File: src/hw/rtl/mhc_pkg.sv
package mhc_pkg;

    localparam int TABLE_BITS = 12;
    localparam int EPOCH_BITS = 32;
    localparam int WORD_W     = 64;
    localparam int HALF_W     = WORD_W / 2;
    localparam int SHIFT_W    = 6;
    localparam int SLOT_W     = 12;
    localparam int STATUS_W   = 2;
    localparam int CFG_IDX_W  = 1;
    localparam int S_DATA_W   = 2 * WORD_W;
    localparam int M_DATA_W   = ((STATUS_W + SLOT_W + 7) / 8) * 8;
    localparam int M_PAD_W    = M_DATA_W - STATUS_W - SLOT_W;

    // configuration register indexes
    localparam logic [CFG_IDX_W-1:0] CFG_MAGIC = CFG_IDX_W'(0);
    localparam logic [CFG_IDX_W-1:0] CFG_SHIFT = CFG_IDX_W'(1);

    localparam logic [SHIFT_W-1:0] SHIFT_RESET = SHIFT_W'(52);

    typedef logic [STATUS_W-1:0] status_t;

    localparam status_t STAT_OK     = 2'd0;
    localparam status_t STAT_REJECT = 2'd1;
    localparam status_t STAT_PASS   = 2'd2;

    typedef struct packed {
        logic load;
        logic mul;
        logic sum;
        logic slot;
        logic read;
        logic commit;
        logic clr_step;
    } mhc_cmd_t;

    typedef struct packed {
        logic wrap;
        logic clr_done;
    } mhc_sts_t;

endpackage

File: src/hw/rtl/mhc_ctrl.sv
module mhc_ctrl (
    input  logic               clk,
    input  logic               rst_n,
    input  logic               s_tvalid,
    output logic               s_tready,
    output logic               m_tvalid,
    input  logic               m_tready,
    output mhc_pkg::mhc_cmd_t  cmd,
    input  mhc_pkg::mhc_sts_t  sts
);
    import mhc_pkg::*;

    typedef enum logic [7:0] {
        ST_INIT = 8'b0000_0001,
        ST_IDLE = 8'b0000_0010,
        ST_WIPE = 8'b0000_0100,
        ST_MUL  = 8'b0000_1000,
        ST_SUM  = 8'b0001_0000,
        ST_SLOT = 8'b0010_0000,
        ST_READ = 8'b0100_0000,
        ST_LOOK = 8'b1000_0000
    } state_t;

    state_t state_reg;
    state_t state_next;
    logic   out_valid_reg;
    logic   out_valid_next;

    always_comb
    begin
        state_next = state_reg;
        cmd        = '0;
        case (state_reg)
            ST_INIT:
            begin
                cmd.clr_step = 1'b1;
                if (sts.clr_done)
                begin
                    state_next = ST_IDLE;
                end
            end
            ST_IDLE:
            begin
                if (s_tvalid)
                begin
                    cmd.load   = 1'b1;
                    state_next = sts.wrap ? ST_WIPE : ST_MUL;
                end
            end
            ST_WIPE:
            begin
                cmd.clr_step = 1'b1;
                if (sts.clr_done)
                begin
                    state_next = ST_MUL;
                end
            end
            ST_MUL:
            begin
                cmd.mul    = 1'b1;
                state_next = ST_SUM;
            end
            ST_SUM:
            begin
                cmd.sum    = 1'b1;
                state_next = ST_SLOT;
            end
            ST_SLOT:
            begin
                cmd.slot   = 1'b1;
                state_next = ST_READ;
            end
            ST_READ:
            begin
                cmd.read   = 1'b1;
                state_next = ST_LOOK;
            end
            ST_LOOK:
            begin
                // hold until the output register is free
                if (!out_valid_reg || m_tready)
                begin
                    cmd.commit = 1'b1;
                    state_next = ST_IDLE;
                end
            end
            default:
            begin
                state_next = ST_INIT;
            end
        endcase
    end

    always_comb
    begin
        out_valid_next = out_valid_reg;
        if (cmd.commit)
        begin
            out_valid_next = 1'b1;
        end
        else if (m_tready)
        begin
            out_valid_next = 1'b0;
        end
    end

    always_ff @(posedge clk or negedge rst_n)
    begin
        if (!rst_n)
        begin
            state_reg     <= ST_INIT;
            out_valid_reg <= 1'b0;
        end
        else
        begin
            state_reg     <= state_next;
            out_valid_reg <= out_valid_next;
        end
    end

    assign s_tready = (state_reg == ST_IDLE);
    assign m_tvalid = out_valid_reg;

    a_wrap_wipes: assert property (@(posedge clk) disable iff (!rst_n)
        cmd.load && sts.wrap |=> state_reg == ST_WIPE)
        else $error("epoch wrap did not start a tag sweep");

    a_one_item: assert property (@(posedge clk) disable iff (!rst_n)
        s_tvalid && s_tready |=> !s_tready)
        else $error("second transaction taken while an item is in flight");

    a_commit_shows: assert property (@(posedge clk) disable iff (!rst_n)
        cmd.commit |=> m_tvalid)
        else $error("committed result not presented");

    a_rise_from_look: assert property (@(posedge clk) disable iff (!rst_n)
        $rose(m_tvalid) |-> $past(state_reg == ST_LOOK))
        else $error("result appeared outside lookup");

    a_init_quiet: assert property (@(posedge clk) disable iff (!rst_n)
        state_reg == ST_INIT |-> !m_tvalid && !s_tready)
        else $error("traffic during tag sweep after reset");

endmodule

File: config.mk
export PLATFORM = sky130hd
export DESIGN_NAME = mhc_ctrl
export DESIGN_NICKNAME = d
export VERILOG_FILES = /design/src/hw/rtl/mhc_pkg.sv /design/src/hw/rtl/mhc_ctrl.sv
export SDC_FILE = /design/constraint.sdc
export NUM_CORES = 1
export LEC_CHECK = 0
export ABC_AREA = 1
export BUFFER_PORTS_ARGS = -buffer_cell sky130_fd_sc_hd__buf_2
export CORE_AREA = 3 3 40 42
export CTS_BUF_LIST = sky130_fd_sc_hd__clkbuf_8
export CTS_CLUSTER_SIZE = 16
export DETAILED_ROUTE_END_ITERATION = 8
export DIE_AREA = 0 0 43 45
export PLACE_DENSITY = 0.71
export REMOVE_ABC_BUFFERS = 1
export SETUP_SLACK_MARGIN = 0.02
export SYNTH_ARGS = -nofsm -noshare
export SYNTH_HDL_FRONTEND = slang
export SYNTH_SLANG_ARGS = --single-unit
File: constraint.sdc
create_clock -name clk -period 1.6 [get_ports clk]
set_input_delay 0.4 -clock clk [delete_from_list [all_inputs] [get_ports clk]]
set_output_delay 0.4 -clock clk [all_outputs]
set_load 0.02 [all_outputs]
# ---- Yosys cells after proc, flatten, opt, wreduce, memory -nomap -nowiden
# Cells that the tools add are included.
dict set report totals {
  register_bits 9
  inputBits 6
  output_inout_bits 9
  wordCells 36
}
dict set report op_classes {
  eq_ne 12
  mux 17
  reduce_logical 5
}
# op n
set op_table {}
lappend op_table {{$pmux 8 s8} 1}
lappend op_table {{$mux 8} 4}
lappend op_table {{$mux 1} 11}
lappend op_table {{$eq 8x1->1 const B} 1}
lappend op_table {{$eq 8x2->1 const B} 1}
lappend op_table {{$eq 8x3->1 const B} 1}
lappend op_table {{$eq 8x4->1 const B} 1}
lappend op_table {{$eq 8x5->1 const B} 1}
lappend op_table {{$eq 8x6->1 const B} 1}
lappend op_table {{$eq 8x7->1 const B} 1}
lappend op_table {{$eq 8x8->1 const B} 1}
lappend op_table {{$ne 2x2->1 const B} 4}
lappend op_table {{$mux 4} 1}
lappend op_table {{$reduce_and 4->1} 1}
lappend op_table {{$reduce_bool 2->1} 1}
lappend op_table {{$reduce_or 2->1} 1}
lappend op_table {{$logic_not 1->1} 1}
lappend op_table {{$logic_or 1x1->1} 1}

# ---- Longest topological paths before layout
dict set report depth {
  depth_word 5
  depth_mapped 8
  ltp_nobuf 8
}

# ---- Worst setup path before layout
# Ideal clock, no wire load.
dict set report synth_path {
  path_kind {register to output}
  start {register state_reg[6]}
  end {output cmd[6] (netlist name)}
  t_arrival_ns 1.023
  required_ns 1.200
  path_slack_ns 0.177
  stages_incl_launch_ff 6
  n_path_buf 0
  path_cell_list {dfrtp_1 -> nor2_2 -> nand2_2 -> clkinv_4 -> nand2_4 -> nor2_1}
}
# element line
set synth_lines {}
lappend synth_lines {{from (decl)} mhc_ctrl.sv:24} ;# state_t state_reg;
lappend synth_lines {{from (signal assigned)} mhc_ctrl.sv:116} ;# state_reg <= state_next;
lappend synth_lines {{to (decl)} mhc_ctrl.sv:8} ;# output mhc_pkg::mhc_cmd_t cmd,

==> results.rst <==
.. list-table::
   :header-rows: 1

   * - Metric
     - Value
   * - Post-layout instance area
     - 1060 µm²
   * - Mean cell area of the mapped netlist
     - 7.25 µm²
   * - Top flip-flop cell by instance count after synthesis
     - dfrtp_1
   * - Top cells by instance count after synthesis
     - nand2_1, inv_1, nor2_1
   * - Area of the core
     - 1280 µm²
   * - Max FFs per register
     - 8
   * - Hold WS
     - 12.4 ps
   * - Switching power summed over all nets
     - ~0.64 mW
   * - Areal power density over the cells
     - about 1400 nW/µm²
   * - PnR worst setup slack
     - -80.0 ps
   * - Final critical delay including setup and external delays
     - roughly 1700 ps
   * - Initial antenna violation count
     - 0
   * - Post-route non-filler standard cell count
     - 141
   * - Number of antenna cells inserted
     - 0
   * - Maximum operating frequency
     - roughly 600 MHz
   * - Share of total power in the clock network
     - 17.5%
   * - Static power due to leakage
     - 0.623 nW
   * - Data required time of the critical path
     - approximately 1200 ps
   * - Final cycle utilization of the critical path
     - 105%
   * - Placed wire-length estimate after detailed placement
     - 957 µm
   * - Final RePlAce weighted congestion
     - about 0.75
   * - EDFF count, synth
     - 0
   * - Floorplan die area
     - 1940 µm²
   * - Int Power
     - 0.850 mW
   * - Critical path start-end classification
     - flop to output pin
   * - Global Route Usage Sum
     - 19.3%
   * - DRC violation count after routing
     - 0
   * - Worst max-slew margin expressed relative to the limit
     - 84.5%
   * - DR vias/cell
     - between 4 and 5
   * - Drt initial violations
     - 17
   * - Total overflow reported by the global router
     - 0
   * - Number of buffers added by the clock tree synthesis step
     - 3
   * - Dominant cells by area after synthesis
     - dfrtp_1, nand2_4, nand2_1
   * - Number of global-route vias before repair
     - between 600 and 700
   * - Number of rows created at floorplan
     - 13
   * - Routed Antenna Nets
     - 0
   * - Dpl ws
     - ~130 ps
   * - Worst min path class
     - input pin to asynchronous set/reset pin
   * - Instance count of the mapped netlist
     - 88
   * - Layout overhead on the synthesized area
     - 65.5%
   * - Nature of the critical path endpoint
     - output pin
   * - Number of max-capacitance violations reported
     - 0
   * - Total power draw
     - 1.49 mW
   * - Global-route wire length before repair
     - 2690 µm
   * - Maximum resistive drop on vdd
     - approximately 850 µV
   * - Kind of start point of the critical path
     - flop
   * - Number of sinks driven by the clock tree
     - 9
   * - Crit path buffers/inverters
     - 2
   * - Hold-fix buffers, CTS
     - 0
   * - Pin count of the biggest net entering global routing
     - 10
   * - Final setup skew
     - 2.61 ps
   * - Maximum fanout along the worst path
     - 5
   * - Proportion of power drawn by flip-flops and latches
     - 20.9%
   * - Outcome
     - finished, violations left
   * - Post-layout nets
     - 133
   * - RSZ-0062 raised after global routing
     - yes
   * - Die height
     - around 45 µm
   * - Switching share of total power
     - 42.8%
   * - Fraction of layout cells with a size suffix above 1
     - 60.3%
   * - Share of synthesized area occupied by flip-flops and latches
     - 35.5%
   * - Number of ports placed on the die boundary
     - 15
   * - Post-Place Cell Area
     - 719 µm²
   * - Worst Tran Pin Value
     - 232 ps
   * - Final hold violation count
     - 0
   * - Crit path max-delay cell type
     - dfrtp_1
   * - Share of synthesized flip-flops with an asynchronous set or reset
     - between 90% and 100%
   * - Yosys warning count
     - 0
   * - Flop and latch count out of synthesis
     - 9
   * - Share of total power in combinational logic
     - approximately three fifths
   * - Routed wire length
     - 1860 µm
   * - # placed instances
     - around 120
   * - Most common cell in the synthesized netlist
     - nand2_1
   * - Vias post-DR
     - 679
   * - Area share of the leading cell type in the synthesized netlist
     - 31.4%
   * - Number of setup violations in the final report
     - 10
   * - Netlist area before placement
     - roughly 640 µm²
   * - Setup TNS
     - -429 ps
   * - Post-detailed-route wirelength per cell
     - 13.2 µm
   * - R2r setup slk
     - -20 ps
   * - Clk slew on worst S/H paths
     - 50 ps
   * - WP data arrival
     - about 1300 ps
   * - CTS tree
     - yes
   * - Cells traversed along the worst timing path
     - inv_2 -> nand2_4 -> nor2_4 -> nand2_2 -> nor2_1 -> buf_4
   * - Initial standard-cell utilization of the core
     - 49.7%
   * - Number of port buffers
     - 14
   * - Number of slew-limit violations in the final report
     - 0
   * - Clk Latency, worst-skew pair
     - 230 ps
   * - Longest individual stage delay on the worst path
     - 390 ps
   * - CTS H-tree depth
     - 1
   * - Cell taking the most area after synthesis
     - dfrtp_1
   * - X dimension of the die
     - 43 µm
   * - Finished Core Util
     - 82.2%
   * - Post-synth cell types
     - 16
   * - Library cell used as clock root buffer
     - clkbuf_8
   * - Violations in the final reports
     - negative setup slack
   * - Maximum buffer depth of the clock tree
     - 2
   * - Drt pass-1 iters
     - 4
   * - Critical path's top delay family
     - simple AND/OR/NAND/NOR gates
## cell usage in the layout, fill, tap and decap left out, types with 5 or more instances in the layout
cell type	synthesis	layout
buf_4	1	19
dfrtp_1	8	8
nand2_1	17	14
nor2_4	3	5
nand2_4	6	8
nor2_1	13	11
buf_2	0	6
inv_2	6	9
inv_1	15	12
buf_6	0	10
nand3_2	2	5
## worst reg2reg max path, cell delays in order (launching register included)
cell     delay, ps
dfrtp_1        390
inv_2           70
nand2_4         70
nor2_4         200
nand2_2         80
buf_4          130
buf_4          120
buf_4          120
buf_4          130
nand2_4         60
nor2_2          50
nand2_1         60
nand2_1         50
## power by group through the flow
| stage | Clock (mW) | Combinational [mW] | Sequential [mW] |
|---|---|---|---|
| after detailed placement | 0 | 0.577 | 0.311 |
| final | 0.260 | 0.915 | 0.310 |
| after global routing | 0.276 | 0.976 | 0.315 |
| after global placement | 0 | 0.573 | 0.309 |
| after floorplan | 0 | 0.476 | 0.306 |
| after CTS | 0.262 | 0.688 | 0.307 |
## repair_timing
item,4_1_cts,5_1_grt
setup buffers,16,5
setup endpoints to repair,8,11
pin swaps,7,14
resized for setup,23,16
## area by class of cell
| class | count | area (µm²) |
|---|---|---|
| Multi-Input combinational cell | 56 | 390 |
| Timing Repair Buffer | 35 | 285 |
| Fill cell | 76 | 229 |
| Sequential cell | 9 | 226 |
| Inverter | 22 | 90.1 |
| Clock buffer | 3 | 41.3 |
| Tap cell | 15 | 18.8 |
| Clock inverter | 1 | 3.75 |
## kinds of logic (layout without fill, tap and decap cells)
kind of cell / after synthesis / after routing / share of synthesized area [%]
and+or+nand+nor: 54 / 54 / 48.0
buffers and inverters: 23 / 61 / 14.9
DFF: 9 / 9 / 35.5
AOI/OAI and AO/OA: 2 / 2 / 1.57
## metal layers
metal | routed length (µm) | global-route usage (%) | up-vias
li1 | - | - | 330
met1 | 738 | 21.8 | 323
met2 | 1000 | 34.1 | 20
met3 | 70 | 3.59 | 6
met4 | 48 | 10.8 | 0
met5 | 0 | 0 | -
## path summary, 6_finish.rpt
path                         startpoint      endpoint  cells after the start
hold reg to reg                m_tvalid      m_tvalid                      2
min in group clk               m_tready      m_tvalid                      2
max in group asynchronous         rst_n  state_reg[0]                      1
setup / recovery           state_reg[2]        cmd[1]                      6
setup reg to reg           state_reg[2]  state_reg[0]                     12
hold / removal                    rst_n  state_reg[3]                      1
No activity file was read; power rests on OpenSTA's default activity.
